--- config.mk ---
export PLATFORM = sky130hd
export DESIGN_NAME = dns_resolver_slot_table
export DESIGN_NICKNAME = d
export VERILOG_FILES = /design/src/rtl/core/dnsr_pkg.sv /design/src/rtl/core/dns_resolver_slot_table.sv /design/src/rtl/core/dnsr_slot_unit.sv /design/src/rtl/core/dnsr_out_buf.sv
export SDC_FILE = /design/constraint.sdc
export NUM_CORES = 1
export LEC_CHECK = 0
export BUFFER_PORTS_ARGS = -buffer_cell sky130_fd_sc_hd__clkbuf_2
export CAP_MARGIN = 10
export CORE_MARGIN = 4
export CORE_UTILIZATION = 29
export DETAILED_ROUTE_END_ITERATION = 16
export GPL_ROUTABILITY_DRIVEN = 0
export SLEW_MARGIN = 20
export SYNTH_ARGS = -nofsm -noshare
export SYNTH_HDL_FRONTEND = slang
export SYNTH_SLANG_ARGS = --single-unit
--- constraint.sdc ---
create_clock -name clk -period 11.28 [get_ports clk]
set_input_delay 1.692 -clock clk [delete_from_list [all_inputs] [get_ports clk]]
set_output_delay 1.692 -clock clk [all_outputs]
set_load 0.03 [all_outputs]
--- src/rtl/core/dnsr_pkg.sv ---
package dnsr_pkg;

  localparam int SLOT_W      = 4;
  localparam int KIND_W      = 3;
  localparam int ADDR_W      = 32;
  localparam int MAX_RESULTS = 4;

  localparam logic [7:0] MAX_RETRIES_RESET = 8'd8;
  localparam logic [7:0] TTL_TICKS_RESET   = 8'd60;

  // Configuration register indexes.
  localparam logic [7:0] REG_MAX_RETRIES = 8'd0;
  localparam logic [7:0] REG_TTL_TICKS   = 8'd1;

  // Operation codes carried on the input tuser.
  localparam logic [1:0] OP_QUERY = 2'd0;
  localparam logic [1:0] OP_TICK  = 2'd1;
  localparam logic [1:0] OP_RESP  = 2'd2;

  typedef enum logic [1:0] {
    ST_UNUSED = 2'd0,
    ST_NEW    = 2'd1,
    ST_ASKING = 2'd2,
    ST_DONE   = 2'd3
  } slot_st_t;

  typedef enum logic [KIND_W-1:0] {
    K_SEND     = 3'd0,
    K_ASSIGNED = 3'd1,
    K_RESOLVED = 3'd2,
    K_TIMEOUT  = 3'd3,
    K_REPLACED = 3'd4,
    K_ERROR    = 3'd5
  } kind_t;

  typedef enum logic [1:0] {
    U_AGE  = 2'd0,
    U_TAKE = 2'd1,
    U_TICK = 2'd2,
    U_RESP = 2'd3
  } unit_mode_t;

  typedef enum logic [2:0] {
    SEQ_IDLE   = 3'd0,
    SEQ_QSCAN  = 3'd1,
    SEQ_QTAKE  = 3'd2,
    SEQ_QASGN  = 3'd3,
    SEQ_TSCAN  = 3'd4,
    SEQ_RESP   = 3'd5,
    SEQ_FINISH = 3'd6
  } seq_t;

  typedef struct packed {
    slot_st_t   st;
    logic [7:0] timer;
    logic [7:0] count;
    logic [7:0] ttl;
    logic [7:0] stamp;
    logic       wants;
  } slot_rec_t;

  typedef struct packed {
    unit_mode_t mode;
    logic       found;
    logic       notify;
    logic       hdr_ok;
  } unit_ctl_t;

  typedef struct packed {
    logic  wr;
    logic  push;
    kind_t kind;
  } unit_res_t;

  typedef struct packed {
    logic              push;
    kind_t             kind;
    logic [SLOT_W-1:0] slot;
  } res_push_t;

endpackage

--- src/rtl/core/dns_resolver_slot_table.sv ---
// Resolver slot table.
// Input items arrive on the s_ stream: s_tuser carries the operation (query,
// tick, response) and s_tdata the request and response header fields.
// Each item yields zero to four results on the m_ stream; m_tlast marks the
// final result of an item. Registers max_retries and ttl_ticks are written on
// the cfg_ channel, which is always ready.
// Timing: one item is worked at a time by a single slot update unit that a
// sequencer steps over the table, one slot per cycle. A query scans for a
// free slot or else the oldest and then takes it, a tick visits every slot,
// and a response works only the slot its id names (none when its id is past
// the table). The results are then sent one per cycle while the receiver is
// ready, and s_tready rises again once the last result has been transferred.
// A stalled receiver holds the current result in place and keeps the block
// from taking further items. Reset marks every slot unused, clears all
// timers, stamps and notice flags, and loads the register defaults.
module dns_resolver_slot_table
  import dnsr_pkg::*;
#(
  parameter int TABLE_SLOTS = 4
) (
  input  logic        clk,
  input  logic        rst,
  input  logic        s_tvalid,
  output logic        s_tready,
  // notify[0], id[16:1], is_response[17], rcode[21:18], question_count[37:22],
  // answer_found[38], address[70:39], zero pad[71]
  input  logic [71:0] s_tdata,
  input  logic [1:0]  s_tuser,  // op[1:0]
  output logic        m_tvalid,
  input  logic        m_tready,
  output logic [39:0] m_tdata,  // slot[3:0], resolved_address[35:4], zero pad
  output logic [2:0]  m_tuser,  // kind[2:0]
  output logic        m_tlast,
  input  logic        cfg_valid,
  output logic        cfg_ready,
  input  logic [7:0]  cfg_index,
  input  logic [7:0]  cfg_data
);

  localparam int IW = (TABLE_SLOTS > 1) ? $clog2(TABLE_SLOTS) : 1;
  localparam logic [IW-1:0] LAST_IDX = IW'(TABLE_SLOTS - 1);

  seq_t              seq, seq_next;
  slot_rec_t         slots [TABLE_SLOTS];
  logic [7:0]        max_retries;
  logic [7:0]        ttl_ticks;
  logic [7:0]        next_stamp;
  logic [IW-1:0]     idx;
  logic [IW-1:0]     pick;
  logic [IW-1:0]     pick_sel;
  logic [7:0]        best;
  logic              found;
  logic              notify;
  logic              hdr_ok;
  logic [ADDR_W-1:0] addr;
  logic              in_xfer;
  logic              in_hdr_ok;
  logic              in_id_ok;
  logic              buf_busy;
  logic              close;
  logic              older;
  slot_rec_t         cur_rec;
  slot_rec_t         new_rec;
  unit_ctl_t         ctl;
  unit_res_t         ures;
  logic [7:0]        age;
  res_push_t         push;

  assign cfg_ready = 1'b1;
  assign in_xfer   = s_tvalid && s_tready;
  assign in_hdr_ok = s_tdata[17] && (s_tdata[21:18] == 4'd0)
                     && (s_tdata[37:22] == 16'd1) && s_tdata[38];
  assign in_id_ok  = (s_tdata[16:1] < 16'(TABLE_SLOTS));
  assign cur_rec   = slots[idx];
  assign older     = (age > best);
  assign pick_sel  = older ? idx : pick;

  always_ff @(posedge clk) begin
    if (rst) begin
      max_retries <= MAX_RETRIES_RESET;
      ttl_ticks   <= TTL_TICKS_RESET;
    end else if (cfg_valid && cfg_ready) begin
      unique case (cfg_index)
        REG_MAX_RETRIES: max_retries <= cfg_data;
        REG_TTL_TICKS:   ttl_ticks   <= cfg_data;
        default: begin
        end
      endcase
    end
  end

  always_comb begin
    seq_next = seq;
    unique case (seq)
      SEQ_IDLE: begin
        if (in_xfer) begin
          unique case (s_tuser)
            OP_QUERY: seq_next = SEQ_QSCAN;
            OP_TICK:  seq_next = SEQ_TSCAN;
            OP_RESP:  seq_next = in_id_ok ? SEQ_RESP : SEQ_FINISH;
            default:  seq_next = SEQ_FINISH;
          endcase
        end
      end
      SEQ_QSCAN: begin
        if (cur_rec.st == ST_UNUSED || idx == LAST_IDX) begin
          seq_next = SEQ_QTAKE;
        end
      end
      SEQ_QTAKE: seq_next = SEQ_QASGN;
      SEQ_QASGN: seq_next = SEQ_FINISH;
      SEQ_TSCAN: begin
        if (idx == LAST_IDX) begin
          seq_next = SEQ_FINISH;
        end
      end
      SEQ_RESP:   seq_next = SEQ_FINISH;
      SEQ_FINISH: seq_next = SEQ_IDLE;
      default:    seq_next = SEQ_IDLE;
    endcase
  end

  always_comb begin
    s_tready   = 1'b0;
    close      = 1'b0;
    ctl.mode   = U_AGE;
    ctl.found  = found;
    ctl.notify = notify;
    ctl.hdr_ok = hdr_ok;
    push.push  = ures.push;
    push.kind  = ures.kind;
    push.slot  = SLOT_W'(idx);
    unique case (seq)
      SEQ_IDLE:  s_tready = !buf_busy;
      SEQ_QSCAN: ctl.mode = U_AGE;
      SEQ_QTAKE: ctl.mode = U_TAKE;
      SEQ_QASGN: begin
        push.push = 1'b1;
        push.kind = K_ASSIGNED;
      end
      SEQ_TSCAN:  ctl.mode = U_TICK;
      SEQ_RESP:   ctl.mode = U_RESP;
      SEQ_FINISH: close = 1'b1;
      default: begin
      end
    endcase
    // Only the unit's own states may raise a push from it.
    if (seq == SEQ_IDLE || seq == SEQ_QSCAN || seq == SEQ_FINISH) begin
      push.push = 1'b0;
    end
  end

  dnsr_slot_unit u_unit (
    .ctl         (ctl),
    .rec_in      (cur_rec),
    .next_stamp  (next_stamp),
    .max_retries (max_retries),
    .ttl_ticks   (ttl_ticks),
    .rec_out     (new_rec),
    .res         (ures),
    .age         (age)
  );

  always_ff @(posedge clk) begin
    if (rst) begin
      seq        <= SEQ_IDLE;
      next_stamp <= 8'd0;
      idx        <= '0;
      pick       <= '0;
      best       <= 8'd0;
      found      <= 1'b0;
      for (int i = 0; i < TABLE_SLOTS; i++) begin
        slots[i] <= '0;
      end
    end else begin
      seq <= seq_next;
      unique case (seq)
        SEQ_IDLE: begin
          if (in_xfer) begin
            idx   <= (s_tuser == OP_RESP) ? s_tdata[IW:1] : '0;
            pick  <= '0;
            best  <= 8'd0;
            found <= 1'b0;
          end
        end
        SEQ_QSCAN: begin
          if (cur_rec.st == ST_UNUSED) begin
            found <= 1'b1;
          end else begin
            if (older) begin
              best <= age;
              pick <= idx;
            end
            idx <= (idx == LAST_IDX) ? pick_sel : idx + IW'(1);
          end
        end
        SEQ_QTAKE: begin
          slots[idx] <= new_rec;
          next_stamp <= next_stamp + 8'd1;
        end
        SEQ_TSCAN: begin
          slots[idx] <= new_rec;
          idx        <= idx + IW'(1);
        end
        SEQ_RESP: begin
          if (ures.wr) begin
            slots[idx] <= new_rec;
          end
        end
        default: begin
        end
      endcase
    end
  end

  always_ff @(posedge clk) begin
    if (in_xfer) begin
      notify <= s_tdata[0];
      hdr_ok <= in_hdr_ok;
      addr   <= s_tdata[70:39];
    end
  end

  dnsr_out_buf u_out (
    .clk       (clk),
    .rst       (rst),
    .push      (push),
    .push_addr (addr),
    .close     (close),
    .busy      (buf_busy),
    .m_tvalid  (m_tvalid),
    .m_tready  (m_tready),
    .m_tdata   (m_tdata),
    .m_tuser   (m_tuser),
    .m_tlast   (m_tlast)
  );

`ifndef SYNTHESIS
  a_no_overlap: assert property (@(posedge clk) disable iff (rst)
    s_tready |-> !m_tvalid)
    else $error("input taken while results are pending");

  a_busy_after_accept: assert property (@(posedge clk) disable iff (rst)
    s_tvalid && s_tready |=> !s_tready)
    else $error("ready held across an accepted item");

  a_last_ends_burst: assert property (@(posedge clk) disable iff (rst)
    m_tvalid && m_tready && m_tlast |=> !m_tvalid)
    else $error("result shown after the final transfer of an item");
`endif

endmodule

--- src/rtl/core/dnsr_slot_unit.sv ---
module dnsr_slot_unit
  import dnsr_pkg::*;
(
  input  unit_ctl_t  ctl,
  input  slot_rec_t  rec_in,
  input  logic [7:0] next_stamp,
  input  logic [7:0] max_retries,
  input  logic [7:0] ttl_ticks,
  output slot_rec_t  rec_out,
  output unit_res_t  res,
  output logic [7:0] age
);

  logic [7:0] timer_dec;
  logic [7:0] count_inc;
  logic [7:0] ttl_dec;

  assign timer_dec = rec_in.timer - 8'd1;
  assign count_inc = rec_in.count + 8'd1;
  assign ttl_dec   = rec_in.ttl - 8'd1;
  assign age       = next_stamp - rec_in.stamp;

  always_comb begin
    rec_out  = rec_in;
    res.wr   = 1'b0;
    res.push = 1'b0;
    res.kind = K_SEND;
    unique case (ctl.mode)
      U_AGE: begin
      end
      U_TAKE: begin
        res.wr        = 1'b1;
        res.push      = !ctl.found && rec_in.wants;
        res.kind      = K_REPLACED;
        rec_out.st    = ST_NEW;
        rec_out.stamp = next_stamp;
        rec_out.wants = ctl.notify;
      end
      U_TICK: begin
        res.wr = 1'b1;
        unique case (rec_in.st)
          ST_NEW: begin
            rec_out.st    = ST_ASKING;
            rec_out.timer = 8'd1;
            rec_out.count = 8'd0;
            res.push      = 1'b1;
          end
          ST_ASKING: begin
            rec_out.timer = timer_dec;
            if (timer_dec == 8'd0) begin
              rec_out.count = count_inc;
              if (count_inc >= max_retries) begin
                res.push      = rec_in.wants;
                res.kind      = K_TIMEOUT;
                rec_out.st    = ST_UNUSED;
                rec_out.wants = 1'b0;
              end else begin
                rec_out.timer = count_inc;
                res.push      = 1'b1;
              end
            end
          end
          ST_DONE: begin
            rec_out.ttl = ttl_dec;
            if (ttl_dec == 8'd0) begin
              rec_out.st    = ST_UNUSED;
              rec_out.wants = 1'b0;
            end
          end
          default: begin
          end
        endcase
      end
      U_RESP: begin
        if (rec_in.st == ST_ASKING) begin
          res.wr      = 1'b1;
          rec_out.st  = ST_DONE;
          rec_out.ttl = ttl_ticks;
          res.push    = rec_in.wants;
          if (ctl.hdr_ok) begin
            res.kind = K_RESOLVED;
          end else begin
            res.kind      = K_ERROR;
            rec_out.st    = ST_UNUSED;
            rec_out.wants = 1'b0;
          end
        end
      end
      default: begin
      end
    endcase
  end

endmodule

--- src/rtl/core/dnsr_out_buf.sv ---
module dnsr_out_buf
  import dnsr_pkg::*;
(
  input  logic              clk,
  input  logic              rst,
  input  res_push_t         push,
  input  logic [ADDR_W-1:0] push_addr,
  input  logic              close,
  output logic              busy,
  output logic              m_tvalid,
  input  logic              m_tready,
  output logic [39:0]       m_tdata,  // slot[3:0], resolved_address[35:4], zero pad
  output logic [2:0]        m_tuser,  // kind[2:0]
  output logic              m_tlast
);

  localparam int CW = $clog2(MAX_RESULTS + 1);
  localparam int RW = $clog2(MAX_RESULTS);

  kind_t             kind_mem [MAX_RESULTS];
  logic [SLOT_W-1:0] slot_mem [MAX_RESULTS];
  logic [ADDR_W-1:0] addr;
  logic [CW-1:0]     cnt;
  logic [RW-1:0]     rd;
  logic              draining;
  logic              is_last;
  kind_t             cur_kind;

  assign is_last  = (CW'(rd) == cnt - CW'(1));
  assign cur_kind = kind_mem[rd];
  assign busy     = draining;
  assign m_tvalid = draining;
  assign m_tlast  = is_last;
  assign m_tuser  = cur_kind;
  assign m_tdata  = {4'd0, (cur_kind == K_RESOLVED) ? addr : '0, slot_mem[rd]};

  // Results beyond the fourth of one item are dropped.
  always_ff @(posedge clk) begin
    if (push.push && !draining && cnt < CW'(MAX_RESULTS)) begin
      kind_mem[cnt[RW-1:0]] <= push.kind;
      slot_mem[cnt[RW-1:0]] <= push.slot;
      addr                  <= push_addr;
    end
  end

  always_ff @(posedge clk) begin
    if (rst) begin
      cnt      <= '0;
      rd       <= '0;
      draining <= 1'b0;
    end else if (draining) begin
      if (m_tready) begin
        if (is_last) begin
          draining <= 1'b0;
          cnt      <= '0;
          rd       <= '0;
        end else begin
          rd <= rd + RW'(1);
        end
      end
    end else begin
      if (push.push && cnt < CW'(MAX_RESULTS)) begin
        cnt <= cnt + CW'(1);
      end
      if (close && cnt != '0) begin
        draining <= 1'b1;
      end
    end
  end

endmodule
== Word-level counts from Yosys, hierarchy flattened ==
Memory sizes are Yosys's and may differ from the RTL's. A register that Yosys moved wholly into a read port is not among the register bits.
Cells that the tools add are included.

* Register bits after elaboration: 112
* RAM bits: 160
* Input bits: 95
* Output and inout port bits: 47
* Logic and storage cells: 187
* Memories: 3

{| class="wikitable"
|+ Memories
! memory !! depth !! bits a word !! rd ports !! clocked after Yosys merged registers in !! write ports !! RTL line !! text
|-
| slots || 4 || 35 || 1 || 1 || 4 || dns_resolver_slot_table.sv:44 || <nowiki>slot_rec_t slots [TABLE_SLOTS];</nowiki>
|-
| u_out.kind_mem || 4 || 3 || 1 || 1 || 1 || dnsr_out_buf.sv:20 || <nowiki>kind_t kind_mem [MAX_RESULTS];</nowiki>
|-
| u_out.slot_mem || 4 || 2 || 1 || 1 || 1 || dnsr_out_buf.sv:21 || <nowiki>logic [SLOT_W-1:0] slot_mem [MAX_RESULTS];</nowiki>
|}

* $add $sub $neg: 9
* Magnitude comparators: 4
* Equality and inequality tests: 27
* Multiplexer cells: 91
* Bitwise operators: 2
* Reductions and logical operators: 36

{| class="wikitable"
|+ Operator list
! operator !! number
|-
| $mux W35 || 3
|-
| $mux W8 || 7
|-
| $mux W2 || 21
|-
| $reduce_or A35 Y1 || 1
|-
| $mux W32 || 1
|-
| $pmux W16 S2 || 1
|-
| $pmux W8 S2 || 2
|-
| $mux W1 || 30
|-
| $mux W3 || 9
|-
| $logic_not A8 Y1 || 3
|-
| $pmux W2 S3 || 4
|-
| $mux W18 || 1
|-
| $add A8 B1 Y8 const B || 2
|-
| $eq A16 B1 Y1 const B || 1
|-
| $lt A16 B3 Y1 const B || 1
|-
| $mux W16 || 1
|-
| $ne A2 B2 Y1 const B || 8
|-
| $sub A8 B1 Y8 const B || 2
|-
| $pmux W3 S5 || 1
|-
| $pmux W5 S3 || 1
|-
| $reduce_and A3 Y1 || 5
|-
| $eq A2 B2 Y1 const B || 6
|-
| $eq A3 B2 Y1 const B || 3
|-
| $eq A3 B3 Y1 const B || 3
|-
| 29 further kinds || 52
|}

== Logic depth before layout (Yosys ltp) ==
* Word-level depth: 13
* Gate-level depth with buffers: 20
* Mapped depth without buffers: 17

== Cells and area by module ==
A second synthesis with hierarchy kept.

* Cell total of the unflattened synthesis: 1074
* Area total of the unflattened synthesis: 13879.6 um^2

{| class="wikitable"
|+ By module, submodules not included
! module !! instances !! cells an instance !! area each (um^2) !! sequential area each (um^2)
|-
| dns_resolver_slot_table || 1 || 632 || 9320.2 || 6065.8
|-
| dnsr_out_buf || 1 || 157 || 2730.1 || 1961.9
|-
| dnsr_slot_unit || 1 || 285 || 1829.3 || 0.0
|}

== Worst setup path after synthesis ==
OpenSTA, ideal clock, no wires.

* Path type: register -> register
* Start point: register with a tool-made name
* End point: register best[0]
* Arrival: 4.929 ns
* Slack: 6.280 ns
* Stages on the path, launching flop included: 20
* Path buffers: 3
* Clock period less this slack: 5.000 ns
* Cell sequence: dfxtp_1 -> buf_6 -> buf_1 -> buf_2 -> mux4_2 -> inv_1 -> ha_1 -> nor2b_1 -> o21ai_0 -> a21oi_1 -> o21a_1 -> o41a_1 -> xor2_1 -> ha_1 -> and4_1 -> a221oi_1 -> a31oi_1 -> o21ai_1 -> or3_1 -> a21oi_1

{| class="wikitable"
|+ RTL lines
! element !! RTL line !! text
|-
| end signal, assigned || dns_resolver_slot_table.sv:191 || <nowiki>best <= age;</nowiki>
|-
| end, declared || dns_resolver_slot_table.sv:51 || <nowiki>logic [7:0] best;</nowiki>
|}

==> run_results.csv <==
group,metric,value,unit
clocking,clock_latency,560,ps
synth,synth_cell_types,74,
setup_path,critPathRequiredTime,11520,ps
setup_path,r2r-end,"u_out.kind_mem[0][0]$_DFFE_PP_",
clocking,cts_max_level,1,
global_route,grt_max_degree,37,
sta,rsz0062_at_grt,"no",
sta,finalCritPeriodShare,0.4679,
power_and_ir_drop,p_leak,5.727,nW
finish,final_nets,1353,
place,numPlacedInstances,1778,
detailed_routing,drt_iter0_drc,555,
finish,layout-area-overhead-vs-synth,17.05,%
detailed_routing,wl_per_cell,17.01,um
die,core,0.04470,mm2
job,max-cap-violations,0,
detailed_routing,drc,0,
power_and_ir_drop,vdd.ir_drop.worst,142.1,uV
synth,async_flop_share,0,
sta,fin_tns_setup,0,ps
detailed_routing,first_pass_iters,5,
detailed_routing,viasPerCell,4.870,
detailed_routing,dr_total_vias,8932,
sta,finalClockSkew,20.28,ps
setup_path,rrSetupSlack,6000,ps
detailed_routing,wirelength,31.19,mm
die,num_rows,77,
setup_path,start_kind,"flip-flop",
global_route,grt_usage,0.1216,
clocking,root_buffer,"clkbuf_16",
synth,synth_area,0.01323,mm2
run_status,outcome,"complete, no violations",
setup_path,critPathMaxFanout,36,
die,dieArea,0.04910,mm2
die,boundaryPins,142,
clocking,cts-hold-fix-buffers,0,
global_route,grt_first_pass_wirelength,49.42,mm
clocking,cts.clk_slew.worst_paths,60,ps
setup_path,path_class,"flip-flop to flip-flop",
place,io_buffers,133,
power_and_ir_drop,p_per_area,255.4,mW/mm2
sta,max_freq,189.5,MHz
synth,synth_edf_count,226,
setup_path,end_kind,"flip-flop",
synth,synthCells,1089,
clocking,cts.sink_count,276,
place,hpwl,21.04,mm
synth,yosysSeqAreaShare,0.5887,
die,start_util,0.2959,
sta,slew_viol_final,0,
clocking,post_cts_buffers,0,
finish,layout-drive-gt1-share,0.2085,
sta,period_needed,5278,ps
synth,yosys_warnings,0,
global_route,grt_pass1_vias,8843,
sta,tightest_slew,1082,ps
worst_hold_path,hp-class,"flip-flop to flip-flop",
setup_path,worstSetupEndpoint,"u_out.kind_mem[0][0]$_DFFE_PP_",
sta,relSlewSlack,0.2763,
synth,yosys.area_share.simple,0.1456,
sta,hold_viol,0,
synth,ys_ff_latch,276,
clocking,cts_tree,"done",
synth,synthFlopType,"edfxtp_1",
synth,synth_compound_area_frac,0.07150,
global_route,antenna_found_initial,0,
setup_path,r2r_cells,15,
synth,synth_top_family_by_area,"simple AND/OR/NAND/NOR gates",
die,die_h,221.6,um
synth,avgSynthCellArea,12.15,um2
detailed_routing,antenna_left,0,
synth,synth_xor_area_frac,0.02185,
clocking,numCtsBuffers,30,
finish,diodes,0,
synth,synthAdderAreaFrac,0.03840,
clocking,cts_max_path_buffers,3,
die,fp.dieW,221.6,um
synth,synthMuxAreaShare,0.09751,
finish,finalNonFillerCells,1834,
clocking,cts_resized,0,
sta,setup_viol_count_final,0,
global_route,gr-total-overflow,0,
setup_path,worstPathArrival,5510,ps
==> synth_stat cells, types with 9 or more instances <==
cell type    n  area [um2]
o21ai_0     26       130.1
a31oi_1     10       62.56
nor2_1     182       683.2
and2_1      41       256.5
xor2_1      18       157.7
mux2i_1     31       310.3
clkbuf_1    44       165.2
dfxtp_1     50        1001
nand2_1     62       232.7
nand3_1     26       130.1
inv_1       55       206.5
nor3_1      25       125.1
mux4_2      41       923.4
a21oi_1     33       165.2
ha_1        39       488.0
nor4_1      10       62.56
nand4_1      9       56.30
xnor2_1     15       131.4
edfxtp_1   226        6787
==> final cells by class <==
class	instances	area, um2
Fill cell	4421	29220
Sequential cell	276	7789
Multi-Input combinational cell	704	4997
Clock buffer	40	829.5
Timing Repair Buffer	150	793.3
Tap cell	592	740.7
Inverter	56	210.2
Clock inverter	16	125.1
==> layout by cell type (no fill, tap or decap), types with 6 or more instances in the layout <==
master        n
nand4_1       9
clkbuf_2    133
nand2_1      62
mux4_2       41
xnor2_1      15
conb_1        7
nor2_1      181
buf_4        17
a21o_1        6
ha_1         39
nor3_1       25
clkinvlp_4    6
and3_1        7
dfxtp_1      49
clkbuf_1      7
edfxtp_1    226
o21ai_0      26
nand3_1      26
and2_1       41
xor2_1       18
mux2i_1      31
a31oi_1      10
a21oi_1      33
clkbuf_16    31
or3_1         6
inv_1        55
nor4_1       10
nand2b_1      7
o211ai_1      7
o21a_1        6
==> critical path, cell delays in order (launching register included) <==
cell,delay [ps]
dfxtp_2,310
buf_4,600
mux4_2,700
ha_1,290
nand3_1,90
nor2_1,50
xor2_1,350
ha_1,360
a211oi_1,240
and3_1,190
o21ai_0,130
o21ai_1,380
o2111ai_1,340
nand2_1,140
buf_4,400
and2_1,350
==> report_power, final <==
group / switching, W / leakage [nW] / internal (W)
clock: 0.000398 / 0.451 / 0.000541
sequential: 0.0000780 / 2.64 / 0.00133
combinational: 0.00104 / 2.63 / 0.000578
==> flip-flops by register name, summed over array words and instances (netlist names), 8 cells and up, named ones only <==
| name | flops |
|---|---|
| slots | 140 |
| addr | 32 |
| u_out.addr | 32 |
| u_out.kind_mem | 12 |
| best | 8 |
| max_retries | 8 |
| next_stamp | 8 |
| ttl_ticks | 8 |
| u_out.slot_mem | 8 |
==> routing by layer <==
layer | up-vias | global-route usage | wire (um)
met2 | 314 | 0.2069 | 14860
met5 | - | 0 | 0
met4 | 0 | 0.02841 | 630
li1 | 4252 | - | -
met3 | 51 | 0.01907 | 2001
met1 | 4315 | 0.1643 | 13700
==> worst min-delay path by stage <==
stage,startpoint,endpoint,cells after the start
2_1_floorplan,addr[0]$_DFFE_PP_,u_out.addr[0]$_DFFE_PP_,0
3_3_place_gp,addr[22]$_DFFE_PP_,u_out.addr[22]$_DFFE_PP_,0
3_5_place_dp,addr[11]$_DFFE_PP_,u_out.addr[11]$_DFFE_PP_,0
4_1_cts,addr[9]$_DFFE_PP_,u_out.addr[9]$_DFFE_PP_,0
5_1_grt,addr[15]$_DFFE_PP_,u_out.addr[15]$_DFFE_PP_,0
6_report,addr[9]$_DFFE_PP_,u_out.addr[9]$_DFFE_PP_,0
==> metrics by stage <==
step	power [W]	hold slack (ps)	util	instance area, um2	setup slack [ps]
final	0.003956	412.4	0.3464	15480	6002
after global routing	0.004221	424.1	0.3464	15480	5531
after CTS	0.003993	418.1	0.3464	15480	5917
after detailed placement	0.003038	404.5	0.3250	14530	5955
after global placement	0.003008	401.1	0.3250	14530	6012
after floorplan	0.002591	400.3	-	13250	6280
==> logic make-up (layout without fill, tap and decap cells) <==
logic type / Yosys count / in the layout
AO/OA/AOI/OAI: 140 / 140
flip-flops: 276 / 276
buffers and inverters: 114 / 262
AND/OR/NAND/NOR: 407 / 407
other: 2 / 7
XOR/XNOR: 33 / 33
adder cells (fa/ha/maj): 40 / 40
multiplexers: 77 / 77
Note: power is estimated with default switching activity, not from simulation.
